--- src/sv/gradient_ramp_color_core_assert.svh ---
// ----------------------------------------------------------------------------
// Gradient ramp colour core assertion macros
// Concurrent property shorthands clocked on clk, disabled in reset.
// ----------------------------------------------------------------------------
`ifndef GRADIENT_RAMP_COLOR_CORE_ASSERT_SVH
`define GRADIENT_RAMP_COLOR_CORE_ASSERT_SVH

// same-cycle implication
`define GRC_AST_IMP(lbl, cond, expr) \
  lbl: assert property (@(posedge clk) disable iff (!rst_n) (cond) |-> (expr)) \
    else $error("grc property violated");

// next-cycle implication
`define GRC_AST_NXT(lbl, cond, expr) \
  lbl: assert property (@(posedge clk) disable iff (!rst_n) (cond) |=> (expr)) \
    else $error("grc property violated");

`endif

--- src/sv/grc_pkg.sv ---
// ----------------------------------------------------------------------------
// grc_pkg
// Shared constants, types and helpers of the gradient ramp colour core.
// ----------------------------------------------------------------------------
package grc_pkg;

  localparam int MAX_STOPS_DEF  = 16;
  localparam int COORD_BITS_DEF = 16;
  localparam int OFFW           = 17;
  localparam int COLW           = 32;
  localparam logic [OFFW-1:0] OFFSET_ONE = 17'h10000;

  localparam int GRAD_START_RST  = 0;
  localparam int GRAD_END_RST    = 256;
  localparam int STOP_COUNT_RST  = 1;
  localparam int LINE_LENGTH_RST = 256;

  typedef enum logic [2:0] {
    REG_GRAD_START  = 3'd0,
    REG_GRAD_END    = 3'd1,
    REG_SPREAD_MODE = 3'd2,
    REG_STOP_COUNT  = 3'd3,
    REG_LINE_LENGTH = 3'd4
  } cfg_reg_t;

  typedef enum logic [1:0] {
    SPREAD_PAD     = 2'd0,
    SPREAD_REFLECT = 2'd1,
    SPREAD_REPEAT  = 2'd2
  } spread_t;

  typedef enum logic [0:0] {
    REQ_LOAD  = 1'b0,
    REQ_QUERY = 1'b1
  } req_t;

  typedef enum logic [3:0] {
    ST_IDLE,
    ST_MOD,
    ST_MODW,
    ST_CLASS,
    ST_FETCH,
    ST_FETCH_D,
    ST_RD,
    ST_EFF,
    ST_SEG,
    ST_IMUL,
    ST_IDIV,
    ST_IDIVW,
    ST_DONE
  } grc_state_t;

  function automatic int max_i(input int a, input int b);
    return (a > b) ? a : b;
  endfunction

  // byte j of an RGBA word, red first
  function automatic logic [7:0] chan(input logic [COLW-1:0] c, input logic [1:0] j);
    logic [7:0] r;
    unique case (j)
      2'd0: r = c[31:24];
      2'd1: r = c[23:16];
      2'd2: r = c[15:8];
      default: r = c[7:0];
    endcase
    return r;
  endfunction

endpackage

--- src/sv/grc_div.sv ---
// ----------------------------------------------------------------------------
// grc_div
// Restoring divider, one quotient bit per cycle against a pre-shifted divisor.
// ----------------------------------------------------------------------------
module grc_div #(
  parameter int UW  = 41,
  parameter int QW  = 16,
  parameter int STW = 5
) (
  input  logic           clk,
  input  logic           rst_n,
  input  logic           start,
  input  logic [UW-1:0]  dividend,
  input  logic [UW-1:0]  divisor,
  input  logic [STW-1:0] steps,
  output logic           done,
  output logic [QW-1:0]  quot,
  output logic [UW-1:0]  rem
);

  logic           busy_r;
  logic           done_r;
  logic [UW-1:0]  rem_r;
  logic [UW-1:0]  sh_r;
  logic [QW-1:0]  q_r;
  logic [STW-1:0] cnt_r;
  logic           ge;

  assign ge = rem_r >= sh_r;

  always_ff @(posedge clk) begin
    if (!rst_n) begin
      busy_r <= 1'b0;
      done_r <= 1'b0;
    end else begin
      done_r <= 1'b0;
      if (start) begin
        busy_r <= 1'b1;
      end else if (busy_r && cnt_r == STW'(1)) begin
        busy_r <= 1'b0;
        done_r <= 1'b1;
      end
    end
  end

  always_ff @(posedge clk) begin
    if (start) begin
      rem_r <= dividend;
      sh_r  <= divisor;
      q_r   <= '0;
      cnt_r <= steps;
    end else if (busy_r) begin
      if (ge) begin
        rem_r <= rem_r - sh_r;
      end
      q_r   <= {q_r[QW-2:0], ge};
      sh_r  <= sh_r >> 1;
      cnt_r <= cnt_r - STW'(1);
    end
  end

  assign done = done_r;
  assign quot = q_r;
  assign rem  = rem_r;

endmodule

--- src/sv/gradient_ramp_color_core.sv ---
// Sequence: a stop load is written straight into the stop table; an outside query
// goes directly to the done state. An inside query walks the stops and, when it lands in a segment,
// interpolates (4 channels of multiply plus an 8-step divide); reflect/repeat first
// run a modulo on the shared divider.
// One query in flight; the next is taken once the result sits in the output register.
// Reset: synchronous, clears control and loads register defaults; stop table undefined.
// ----------------------------------------------------------------------------
// gradient_ramp_color_core
// Gradient stop table and per-pixel colour ramp with pad, reflect and repeat.
// ----------------------------------------------------------------------------
module gradient_ramp_color_core #(
  parameter int MAX_STOPS  = grc_pkg::MAX_STOPS_DEF,
  parameter int COORD_BITS = grc_pkg::COORD_BITS_DEF
) (
  input  logic                                         clk,
  input  logic                                         rst_n,
  input  logic                                         cfg_valid,
  output logic                                         cfg_ready,
  input  logic [2:0]                                   cfg_addr,
  input  logic [grc_pkg::max_i(COORD_BITS, 16)-1:0]    cfg_data,
  input  logic                                         in_valid,
  output logic                                         in_stall,
  input  logic                                         in_req_type,
  input  logic [3:0]                                   in_stop_index,
  input  logic [16:0]                                  in_stop_offset,
  input  logic [7:0]                                   in_stop_red,
  input  logic [7:0]                                   in_stop_green,
  input  logic [7:0]                                   in_stop_blue,
  input  logic [7:0]                                   in_stop_alpha,
  input  logic signed [COORD_BITS-1:0]                 in_position,
  output logic                                         out_valid,
  input  logic                                         out_stall,
  output logic [7:0]                                   out_red,
  output logic [7:0]                                   out_green,
  output logic [7:0]                                   out_blue,
  output logic [7:0]                                   out_alpha,
  output logic                                         out_outside
);

  localparam int CW   = COORD_BITS;
  localparam int DW   = CW + 1;
  localparam int LW   = CW + 1;
  localparam int OFFW = grc_pkg::OFFW;
  localparam int COLW = grc_pkg::COLW;
  localparam int MW   = OFFW + COLW;
  localparam int SW   = $clog2(MAX_STOPS);
  localparam int NW   = $clog2(MAX_STOPS + 1);
  localparam int MAW  = grc_pkg::max_i(OFFW, LW);
  localparam int MBW  = LW;
  localparam int PW   = MAW + MBW;
  localparam int DENW = OFFW + LW;
  localparam int NUMW = LW + 8;
  localparam int UW   = grc_pkg::max_i(NUMW + 16, 2 * CW + 1);
  localparam int XW   = grc_pkg::max_i(CW, 16);
  localparam int STW  = $clog2(CW + 1);

  grc_pkg::grc_state_t state_r, state_nxt;

  logic signed [CW-1:0] grad_start_r, grad_end_r;
  logic [1:0]           spread_r;
  logic [4:0]           stop_count_r;
  logic [15:0]          line_length_r;

  logic [MW-1:0]   mem [MAX_STOPS];
  logic [MW-1:0]   rd_q_r;

  logic [LW-1:0]        len_r;
  logic signed [DW-1:0] d_r;
  logic [NW-1:0]        n_r;
  logic [SW-1:0]        k_r;
  logic [LW-1:0]        pos_r;
  logic [OFFW-1:0]      prev_eff_r;
  logic [COLW-1:0]      cur_col_r, prev_col_r;
  logic [PW-1:0]        prod_r;
  logic [DENW-1:0]      den_r;
  logic [LW-1:0]        i_r;
  logic [1:0]           j_r;
  logic                 neg_r;
  logic [COLW-1:0]      res_r;
  logic                 res_out_r;

  logic                 out_valid_r;
  logic [COLW-1:0]      out_col_r;
  logic                 out_outside_r;

  // query front end
  logic signed [DW-1:0] p_ext, s_ext, e_ext, len_s, d_c;
  logic                 rev, outside_c, in_acc, is_query;
  logic [NW-1:0]        n_c;

  // shared units
  logic           div_start, div_done;
  logic [UW-1:0]  div_dividend, div_divisor, div_rem;
  logic [STW-1:0] div_steps;
  logic [CW-1:0]  div_quot;
  logic [MAW-1:0] mul_a;
  logic [MBW-1:0] mul_b;
  logic [PW-1:0]  mul_p;
  logic           out_load;

  // datapath helpers
  logic [LW:0]     dv, rr, mm, dn;
  logic [DW-1:0]   absd;
  logic [OFFW-1:0] o_clamp, eff_c, diff_c;
  logic [LW-1:0]   seg_c;
  logic [LW:0]     sum_c;
  logic            last_k, dlt;
  logic [7:0]      c0, c1, dc_abs, v_c;

  assign cfg_ready = 1'b1;
  assign in_acc    = in_valid && !in_stall;
  assign is_query  = in_req_type == grc_pkg::REQ_QUERY;

  always_ff @(posedge clk) begin
    if (!rst_n) begin
      grad_start_r  <= CW'(grc_pkg::GRAD_START_RST);
      grad_end_r    <= CW'(grc_pkg::GRAD_END_RST);
      spread_r      <= grc_pkg::SPREAD_PAD;
      stop_count_r  <= 5'(grc_pkg::STOP_COUNT_RST);
      line_length_r <= 16'(grc_pkg::LINE_LENGTH_RST);
    end else if (cfg_valid && cfg_ready) begin
      unique case (cfg_addr)
        grc_pkg::REG_GRAD_START:  grad_start_r  <= cfg_data[CW-1:0];
        grc_pkg::REG_GRAD_END:    grad_end_r    <= cfg_data[CW-1:0];
        grc_pkg::REG_SPREAD_MODE: spread_r      <= cfg_data[1:0];
        grc_pkg::REG_STOP_COUNT:  stop_count_r  <= cfg_data[4:0];
        grc_pkg::REG_LINE_LENGTH: line_length_r <= cfg_data[15:0];
        default: ;
      endcase
    end
  end

  always_ff @(posedge clk) begin
    if (in_acc && !is_query && 32'(in_stop_index) < MAX_STOPS) begin
      mem[SW'(in_stop_index)] <= {in_stop_offset, in_stop_red, in_stop_green,
                                  in_stop_blue, in_stop_alpha};
    end
    rd_q_r <= mem[k_r];
  end

  always_comb begin
    p_ext     = DW'(in_position);
    s_ext     = DW'(grad_start_r);
    e_ext     = DW'(grad_end_r);
    rev       = e_ext < s_ext;
    len_s     = rev ? (s_ext - e_ext) : (e_ext - s_ext);
    d_c       = rev ? (s_ext - p_ext) : (p_ext - s_ext);
    outside_c = in_position[CW-1] ||
                (XW'($unsigned(in_position)) >= XW'(line_length_r));
    if (stop_count_r == 5'd0) begin
      n_c = NW'(1);
    end else if (32'(stop_count_r) > MAX_STOPS) begin
      n_c = NW'(MAX_STOPS);
    end else begin
      n_c = NW'(stop_count_r);
    end
  end

  always_comb begin
    dv   = (spread_r == grc_pkg::SPREAD_REFLECT) ? {len_r, 1'b0} : {1'b0, len_r};
    absd = d_r[DW-1] ? DW'(-d_r) : DW'(d_r);
    rr   = div_rem[LW:0];
    mm   = (d_r[DW-1] && rr != '0) ? (dv - rr) : rr;
    dn   = (spread_r == grc_pkg::SPREAD_REFLECT && mm >= {1'b0, len_r}) ?
           (dv - (LW+1)'(1) - mm) : mm;
    o_clamp = (rd_q_r[MW-1 -: OFFW] > grc_pkg::OFFSET_ONE) ? grc_pkg::OFFSET_ONE
                                                            : rd_q_r[MW-1 -: OFFW];
    eff_c   = (o_clamp < prev_eff_r) ? prev_eff_r : o_clamp;
    diff_c  = eff_c - prev_eff_r;
    seg_c   = prod_r[16 +: LW];
    sum_c   = {1'b0, pos_r} + {1'b0, seg_c};
    dlt     = {1'b0, d_r[LW-1:0]} < sum_c;
    last_k  = k_r == SW'(n_r - NW'(1));
    c0      = grc_pkg::chan(prev_col_r, j_r);
    c1      = grc_pkg::chan(cur_col_r, j_r);
    dc_abs  = (c1 < c0) ? (c0 - c1) : (c1 - c0);
    v_c     = neg_r ? (c0 - div_quot[7:0] - 8'(|div_rem)) : (c0 + div_quot[7:0]);
  end

  assign mul_p = PW'(mul_a) * PW'(mul_b);

  grc_div #(.UW(UW), .QW(CW), .STW(STW)) u_div (
    .clk      (clk),
    .rst_n    (rst_n),
    .start    (div_start),
    .dividend (div_dividend),
    .divisor  (div_divisor),
    .steps    (div_steps),
    .done     (div_done),
    .quot     (div_quot),
    .rem      (div_rem)
  );

  always_comb begin
    state_nxt = state_r;
    unique case (state_r)
      grc_pkg::ST_IDLE: begin
        if (in_acc && is_query) begin
          if (outside_c) begin
            state_nxt = grc_pkg::ST_DONE;
          end else if (len_s == '0) begin
            state_nxt = grc_pkg::ST_FETCH;
          end else if (spread_r == grc_pkg::SPREAD_REFLECT ||
                       spread_r == grc_pkg::SPREAD_REPEAT) begin
            state_nxt = grc_pkg::ST_MOD;
          end else begin
            state_nxt = grc_pkg::ST_CLASS;
          end
        end
      end
      grc_pkg::ST_MOD:  state_nxt = grc_pkg::ST_MODW;
      grc_pkg::ST_MODW: if (div_done) state_nxt = grc_pkg::ST_CLASS;
      grc_pkg::ST_CLASS: begin
        if (d_r[DW-1] || $unsigned(d_r) >= DW'(len_r)) begin
          state_nxt = grc_pkg::ST_FETCH;
        end else begin
          state_nxt = grc_pkg::ST_RD;
        end
      end
      grc_pkg::ST_FETCH:   state_nxt = grc_pkg::ST_FETCH_D;
      grc_pkg::ST_FETCH_D: state_nxt = grc_pkg::ST_DONE;
      grc_pkg::ST_RD:      state_nxt = grc_pkg::ST_EFF;
      grc_pkg::ST_EFF:     state_nxt = grc_pkg::ST_SEG;
      grc_pkg::ST_SEG: begin
        if (dlt) begin
          state_nxt = (k_r == '0) ? grc_pkg::ST_DONE : grc_pkg::ST_IMUL;
        end else if (last_k) begin
          state_nxt = grc_pkg::ST_DONE;
        end else begin
          state_nxt = grc_pkg::ST_RD;
        end
      end
      grc_pkg::ST_IMUL: state_nxt = grc_pkg::ST_IDIV;
      grc_pkg::ST_IDIV: state_nxt = grc_pkg::ST_IDIVW;
      grc_pkg::ST_IDIVW: begin
        if (div_done) begin
          state_nxt = (j_r == 2'd3) ? grc_pkg::ST_DONE : grc_pkg::ST_IMUL;
        end
      end
      grc_pkg::ST_DONE: if (out_load) state_nxt = grc_pkg::ST_IDLE;
      default: state_nxt = grc_pkg::ST_IDLE;
    endcase
  end

  always_comb begin
    in_stall     = state_r != grc_pkg::ST_IDLE;
    out_load     = state_r == grc_pkg::ST_DONE && (!out_valid_r || !out_stall);
    div_start    = state_r == grc_pkg::ST_MOD || state_r == grc_pkg::ST_IDIV;
    div_dividend = UW'({prod_r[NUMW-1:0], 16'h0000});
    div_divisor  = UW'({den_r, 7'b0000000});
    div_steps    = STW'(8);
    mul_a        = MAW'(diff_c);
    mul_b        = len_r;
    if (state_r == grc_pkg::ST_MOD) begin
      div_dividend = UW'(absd);
      div_divisor  = UW'({dv, {(CW-1){1'b0}}});
      div_steps    = STW'(CW);
    end
    if (state_r == grc_pkg::ST_IMUL) begin
      mul_a = MAW'(i_r);
      mul_b = MBW'(dc_abs);
    end
  end

  always_ff @(posedge clk) begin
    if (!rst_n) begin
      state_r     <= grc_pkg::ST_IDLE;
      out_valid_r <= 1'b0;
    end else begin
      state_r     <= state_nxt;
      out_valid_r <= (out_valid_r && out_stall) || out_load;
    end
  end

  always_ff @(posedge clk) begin
    if (out_load) begin
      out_col_r     <= res_r;
      out_outside_r <= res_out_r;
    end
    unique case (state_r)
      grc_pkg::ST_IDLE: begin
        len_r     <= LW'($unsigned(len_s));
        d_r       <= d_c;
        n_r       <= n_c;
        k_r       <= SW'(n_c - NW'(1));
        res_r     <= '0;
        res_out_r <= outside_c;
      end
      grc_pkg::ST_MODW: if (div_done) d_r <= $signed(DW'(dn[LW-1:0]));
      grc_pkg::ST_CLASS: begin
        k_r        <= d_r[DW-1] ? '0 :
                      ($unsigned(d_r) >= DW'(len_r)) ? SW'(n_r - NW'(1)) : '0;
        pos_r      <= '0;
        prev_eff_r <= '0;
      end
      grc_pkg::ST_FETCH_D: res_r <= rd_q_r[COLW-1:0];
      grc_pkg::ST_EFF: begin
        prod_r     <= mul_p;
        prev_eff_r <= eff_c;
        prev_col_r <= cur_col_r;
        cur_col_r  <= rd_q_r[COLW-1:0];
      end
      grc_pkg::ST_SEG: begin
        den_r <= prod_r[DENW-1:0];
        i_r   <= d_r[LW-1:0] - pos_r;
        j_r   <= 2'd0;
        pos_r <= sum_c[LW-1:0];
        k_r   <= k_r + SW'(!dlt && !last_k);
        res_r <= cur_col_r;
      end
      grc_pkg::ST_IMUL: begin
        prod_r <= mul_p;
        neg_r  <= c1 < c0;
      end
      grc_pkg::ST_IDIVW: begin
        if (div_done) begin
          res_r[8 * (3 - 32'(j_r)) +: 8] <= v_c;
          j_r <= j_r + 2'd1;
        end
      end
      default: ;
    endcase
  end

  assign out_valid   = out_valid_r;
  assign out_red     = out_col_r[31:24];
  assign out_green   = out_col_r[23:16];
  assign out_blue    = out_col_r[15:8];
  assign out_alpha   = out_col_r[7:0];
  assign out_outside = out_outside_r;

`include "gradient_ramp_color_core_assert.svh"

  `GRC_AST_IMP(a_outside_black, out_valid && out_outside, out_col_r == '0)
  `GRC_AST_IMP(a_div_done_waited, div_done, state_r == grc_pkg::ST_MODW || state_r == grc_pkg::ST_IDIVW)
  `GRC_AST_NXT(a_done_loads_out, out_load, out_valid_r && state_r == grc_pkg::ST_IDLE)

endmodule
--- config.mk ---
export PLATFORM = sky130hd
export DESIGN_NAME = gradient_ramp_color_core
export DESIGN_NICKNAME = d
export VERILOG_FILES = /design/src/sv/grc_pkg.sv /design/src/sv/grc_div.sv /design/src/sv/gradient_ramp_color_core.sv
export VERILOG_INCLUDE_DIRS = /design/src /design/src/sv
export SDC_FILE = /design/constraint.sdc
export NUM_CORES = 2
export LEC_CHECK = 0
export BUFFER_PORTS_ARGS = -buffer_cell sky130_fd_sc_hd__clkbuf_2
export CAP_MARGIN = 20
export CORE_ASPECT_RATIO = 0.9
export CORE_MARGIN = 8
export CORE_UTILIZATION = 64
export DETAILED_ROUTE_END_ITERATION = 16
export PLACE_DENSITY = 0.8
export SLEW_MARGIN = 5
export SYNTH_ARGS = -nofsm -noshare
export SYNTH_HDL_FRONTEND = slang
export SYNTH_SLANG_ARGS = --single-unit
--- constraint.sdc ---
create_clock -name clk -period 14.59 [get_ports clk]
set_clock_uncertainty 0.15 [all_clocks]
set_input_delay 0.7295 -clock clk [delete_from_list [all_inputs] [get_ports clk]]
set_output_delay 0.7295 -clock clk [all_outputs]
set_load 0.01 [all_outputs]
**Yosys cells after proc, flatten, opt, wreduce, memory -nomap -nowiden**

Memory sizes are Yosys's and may differ from the RTL's. A register that Yosys moved wholly into a read port is not among the register bits.
Index checks and enable logic that the tools add are counted.

- Input port bits: 94
- Register bits: 451
- Output and inout port bits: 36
- Word-level logic and storage cells: 203
- Bits in writable memories: 784
- Memories kept: 1

Memories:

| memory | words | bits a word | read ports | clocked after Yosys merged registers in | write ports | line | RTL |
|---|---|---|---|---|---|---|---|
| mem | 16 | 49 | 1 | 1 | 1 | gradient_ramp_color_core.sv:64 | `logic [MW-1:0] mem [MAX_STOPS];` |

- Equality and inequality tests: 27
- Multiply operators: 1
- Bitwise logic cells: 1
- $lt $le $gt $ge: 10
- Reduce and logical (&&, ||, !) cells: 51
- Add/sub/neg operators: 24
- Multiplexer cells: 56
- Shift operators: 2

Operators by type and width:

| operator | count |
|---|---|
| 41-bit 2-to-1 mux | 7 |
| 17-bit 2-to-1 mux | 9 |
| 32-bit case mux with 4 select lines | 1 |
| 17-bit case mux with 2 select lines | 3 |
| 16-bit by 16-bit subtractor with 17-bit output | 4 |
| 4-bit case mux with 13 select lines | 1 |
| 17-bit subtractor | 3 |
| 8-bit case mux with 3 select lines | 2 |
| 4-bit 2-to-1 mux | 11 |
| 41-bit >= comparator | 1 |
| 41-bit OR reduction | 1 |
| 41-bit subtractor | 1 |
| 18-bit 2-to-1 mux | 2 |
| 17-bit by 17-bit multiplier with 34-bit output | 1 |
| 32-bit negation with 34-bit output | 1 |
| 8-bit by 34-bit variable shift with 32-bit output, first input constant | 1 |
| 8-bit by 34-bit variable part select with 32-bit output | 1 |
| 32-bit bitwise mux | 1 |
| 32-bit 2-to-1 mux | 1 |
| 8-bit subtractor | 3 |
| 4-bit equality test, second input constant | 5 |
| 17-bit by 17-bit adder with 18-bit output | 1 |
| 18-bit by 17-bit >= comparator with 1-bit output | 1 |
| 17-bit by 18-bit less-than comparator with 1-bit output | 1 |
| other kinds (52) | 109 |

**Logic depth before layout (Yosys ltp)**

- Depth in word-level cells: 9
- Gate-level depth with buffers: 53
- Gate-level depth less buffers: 49

**Cells and area by module**

From an unflattened synthesis, not the netlist that was laid out.

- Cell total of the unflattened synthesis: 5,831
- Area total of the unflattened synthesis: 72,067.9 sq um

By module, submodules not included:

| module | instances | area each (sq um) | seq. area each (sq um) | cells each |
|---|---|---|---|---|
| gradient_ramp_color_core | 1 | 65,160.0 | 34,553.1 | 5,068 |
| grc_div | 1 | 6,907.9 | 2,972.9 | 763 |

**Worst setup path after synthesis**

Ideal clock, no wire load.

- Kind: register to register
- Start: register rd_q_r[48], read port of mem
- End: register prod_r[33] (data pin)
- Clock period less this slack: 12.160 ns
- Data arrival time: 11.750 ns
- Cell stages (with the launch flop): 52
- Slack: 2.430 ns
- Path buffers: 4
- Required time: 14.180 ns
- Path through: dfxtp_1 > clkbuf_1 > inv_1 > a41oi_1 > clkbuf_1 > nor2b_1 > ha_1 > a21o_1 > a21o_1 > a221oi_1 > o211ai_1 > a211oi_1 > o21bai_1 > a21oi_1 > buf_1 > buf_1 > nor3b_1 > a21oi_1 > [... 16 more ...] > inv_1 > fa_1 > fa_1 > fa_1 > inv_1 > fa_1 > inv_1 > ha_1 > a21o_1 > a221oi_1 > o21ai_0 > o41ai_1 > o21ai_0 > a21boi_0 > a211oi_1 > a311o_1 > a21oi_1 > xnor2_1

- Longest elaborated chain between the ends: 7

Ends and longest elaborated chain:

| what | line | RTL |
|---|---|---|
| from (decl) | gradient_ramp_color_core.sv:65 | `logic [MW-1:0] rd_q_r;` |
| 17-bit greater-than comparator | gradient_ramp_color_core.sv:166 | `o_clamp = (rd_q_r[MW-1 -: OFFW] > grc_pkg::OFFSET_ONE) ? grc_pkg::OFFSET_ONE` |
| 17-bit 2-to-1 mux * | gradient_ramp_color_core.sv:166 |  |
| 17-bit less-than comparator | gradient_ramp_color_core.sv:168 | `eff_c = (o_clamp < prev_eff_r) ? prev_eff_r : o_clamp;` |
| 17-bit 2-to-1 mux * | gradient_ramp_color_core.sv:168 |  |
| 17-bit subtractor * | gradient_ramp_color_core.sv:169 | `diff_c = eff_c - prev_eff_r;` |
| 17-bit 2-to-1 mux * | gradient_ramp_color_core.sv:259 | `if (state_r == grc_pkg::ST_IMUL) begin` |
| 17-bit by 17-bit multiplier with 34-bit output * | gradient_ramp_color_core.sv:180 | `assign mul_p = PW'(mul_a) * PW'(mul_b);` |
| via mul_p[33] | gradient_ramp_color_core.sv:98 | `logic [PW-1:0] mul_p;` |
| to (signal assigned) | gradient_ramp_color_core.sv:298 | `prod_r <= mul_p;` |
| to (signal assigned) | gradient_ramp_color_core.sv:312 | `prod_r <= mul_p;` |
| to (decl) | gradient_ramp_color_core.sv:74 | `logic [PW-1:0] prod_r;` |

The timed path passes the listed nets; every way through them passes the cells marked *.
A chain may end at the register's enable or synchronous reset.

**Worst setup path in the final report**

- Start: register rd_q_r[41], read port of mem
- End: register prod_r[32] (data pin)

The elaborated chain is that of the path after synthesis.

==> impl_results.md <==
* Status: completed
* Die X at roughly 370 um
* Worst hold path startpoint: cfg_data[12]
* Placeable Area at 109,000 um^2
* Fin Hold WS at around 0.089 ns
* First-pass GRT wire length at between 300,000 and 400,000 um
* Post-DP HPWL at 135,000 um
* Busiest grt layer: met2
* Final count of hold timing violations at 0
* Number of global-route vias before repair at 47,900
* Initial drt markers at 6,397
* Post-Syn Nets at approximately 6,400
* DRT Pass-1 Iters at 6
* Nets at 6,490
* Worst EP required at 14.89 ns
* Synth Register Bits at 1,284
* Initial Utilization at 0.646
* Ys async rst share at 0
* Hold crit path type: in -> reg
* FF/Latch Area at 37,400 um^2
* Multi-input logic area at 30,500 um^2
* Worst R2R Path Depth at 46
* Post-route design area at 77,500 um^2
* DP Area at between 70,000 and 80,000 um^2
* Syn avg cell area at 12.6 um^2
* Worst Hold Depth at 3
* IO Port Bufs at around 130
* Share of layout cells above drive strength 1 at 0.128
* Row cnt at around 120
* Most Frequent Cell on Critical Path: fa_1
* Largest fanout on the critical path at 11
* Pins over their slew limit at 0
* Initial antenna violation count at 38
* Maximum clock frequency at 0.0726 GHz
* M3 GR Usage at 0.111
* CTS tree: built
* Netlist cell types at 86
* Critical Path End Type: register
* R2r startpoint: rd_q_r[41]$_DFF_P_
* CP Class: reg -> reg
* Clock latency on the worst-skew pair at between 0.7 and 0.8 ns
* Clk root buf: clkbuf_16
* Setup TNS Final at 0 ns
* Via count at 48,300
* DRC at 0
* Wire per inst at around 28 um
* Met1 usage at 0.446
* H-Tree Depth at 3
* Slew @ Worst Pin at 1.20 ns
* Top FF cell, synth: edfxtp_1
* Finished Core Util at 0.708
* Warning count from the yosys run at 0
* CP max stage delay at 0.79 ns
* # Max-Cap Violations at 0
* CTS buffer count at around 120
* Mapped cell area at 70,700 um^2
* CP max-delay cell: a2111oi_0
* Met2 Resource Use GR at 0.503
* RSZ-0062 raised after global routing: no
* Fin crit share at 0.944
* Final-layout fill cell count at 7,157
* Die height at ~330 um
* Post-DRT Antenna Nets at 0
* Tmin final at roughly 14 ns
* Vias per cell at 6.59
* Startpoint class of the critical path: register
* GR Util All Layers at 0.332
* CTS max path bufs at 3
* Placer Congestion at 0.987
* Largest net degree at the start of global routing at 166
* Post-Synthesis Cells at 5,603
* Area Growth Syn to Fin at 9.64%
* Die Footprint at 121,000 um^2
* R2r setup slk at 0.81 ns
* Cts hold-fix bufs at 0
* Sequential fraction of the synthesis area at 0.528
* Arrival time worst endpoint at 14.08 ns
* Worst-path clk slew at ~0.07 ns
* Post-synth EDFFs at 1,165
* CTS sink cnt at ~1,300
* Reg2reg end: prod_r[32]$_DFFE_PP_
* I/O pin total at 130
* Gr ovfl total at 0
* Hold EP: grad_end_r[12]$_SDFFE_PN0P_
* Final wirelength at 207,000 um
* Final-report setup violation count at 0
* Rel. slew slack at 0.194
-- layer usage --
metal  share of wire  wire [um]
met1            0.37      76200
met2            0.45      93000
met3            0.14      28500
met4           0.043       8880
met5         0.00066        137
-- worst max-delay path by stage --
stage / end / slack (ns) / depth (start not counted) / startpoint
6_report: prod_r[32]$_DFFE_PP_ / 0.81 / 46 / rd_q_r[41]$_DFF_P_
5_1_grt: prod_r[33]$_DFFE_PP_ / 0.009 / 47 / rd_q_r[41]$_DFF_P_
4_1_cts: prod_r[33]$_DFFE_PP_ / 0.73 / 47 / rd_q_r[48]$_DFF_P_
3_5_place_dp: prod_r[33]$_DFFE_PP_ / 1.02 / 47 / rd_q_r[48]$_DFF_P_
3_3_place_gp: prod_r[33]$_DFFE_PP_ / 1.26 / 49 / rd_q_r[48]$_DFF_P_
2_1_floorplan: prod_r[33]$_DFFE_PP_ / 2.43 / 51 / rd_q_r[48]$_DFF_P_
-- cell families after synthesis --
logic type      after synthesis  synth area share
fa+ha+maj                   661             0.142
simple gates               1223            0.0788
xor+xnor                    207            0.0256
mux                         358            0.0849
compound gates             1069            0.0962
flops                      1284             0.528
other cells                   1         0.0000530
buf+inv                     800            0.0436
-- through the flow --
stage | cells | worst slack, ns
6_report | 7335 | 0.812
5_1_grt | 7320 | 0.00862
4_1_cts | 7302 | 0.727
3_5_place_dp | 7072 | 1.02
3_3_place_gp | 7068 | 1.26
2_1_floorplan | 5603 | 2.43
-- cell type report --
cell class,count,area share
Clock inverter,75,0.0117
Clock buffer,155,0.0424
Antenna cell,31,0.00100
Multi-Input combinational cell,3519,0.393
Tap cell,1462,0.0236
Timing Repair Buffer,218,0.0177
Sequential cell,1284,0.482
Inverter,591,0.0286
-- layout by cell type, fill, tap and decap left out, drive strengths merged, types with 48 or more instances in the layout --
cell    count
a21oi     312
a21o       91
nand2     462
fa        239
dfxtp     119
xor2       77
mux2       66
nor2      325
buf        90
nor3       94
mux2i     105
clkbuf    283
mux4      187
xnor2     130
ha        422
nor2b      82
o22ai      48
inv       595
o21ai     261
a22oi      60
edfxtp   1165
-- cells in the mapped netlist, types with 15 or more instances --
cell | instances | area [um^2]
edfxtp_1 | 1165 | 35000
nor2_1 | 325 | 1220
clkbuf_1 | 160 | 601
a22oi_1 | 60 | 450
nand3_1 | 47 | 235
mux4_2 | 187 | 4210
o31ai_1 | 18 | 135
nand4_1 | 15 | 93.8
ha_1 | 422 | 5280
fa_1 | 239 | 4780
a21o_1 | 91 | 683
nor4_1 | 19 | 119
o21bai_1 | 29 | 218
o211ai_1 | 19 | 143
nor3_1 | 94 | 470
mux2i_1 | 105 | 1050
a221o_1 | 34 | 340
xor2_1 | 77 | 674
a21oi_1 | 312 | 1560
o22ai_1 | 48 | 300
mux2_2 | 66 | 743
a211oi_1 | 20 | 150
nor2b_1 | 82 | 513
nand2b_1 | 45 | 282
dfxtp_1 | 119 | 2380
o21ai_0 | 258 | 1290
xnor2_1 | 130 | 1140
or2_2 | 27 | 169
and3_1 | 24 | 150
inv_1 | 590 | 2210
buf_1 | 33 | 124
and2_1 | 36 | 225
nand2_1 | 462 | 1730
o21a_1 | 47 | 353
-- state kept, by name (all words and copies together) (netlist names), 5 cells and up --
signal and cells:
out_col_r 32, u_div.cnt_r 5, res_r 32, prod_r 34
len_r 17, grad_start_r 16, d_r 17, stop_count_r 5
u_div.quot 8, rd_q_r 49, u_div.sh_r 41, prev_eff_r 17
u_div.rem 41, pos_r 17, mem 784, i_r 17
den_r 34, line_length_r 16, grad_end_r 16, prev_col_r 32
cur_col_r 32
-- what timing repair did --
item,in CTS,in global routing
gates resized for setup,0,2
setup buffers,0,0
endpoints found under the setup margin,0,3
-- worst max-delay path: cells and delay by family (launching register included) --
kind,cells,cell delay (ns)
compound gates,20,5.99
flops,1,0.31
xor+xnor,2,0.46
buf+inv,5,0.30
fa+ha+maj,10,4.34
simple gates,9,1.89
Power is not shown: default switching activity piles up to over one toggle a cycle in this logic, so the estimate is an artifact.
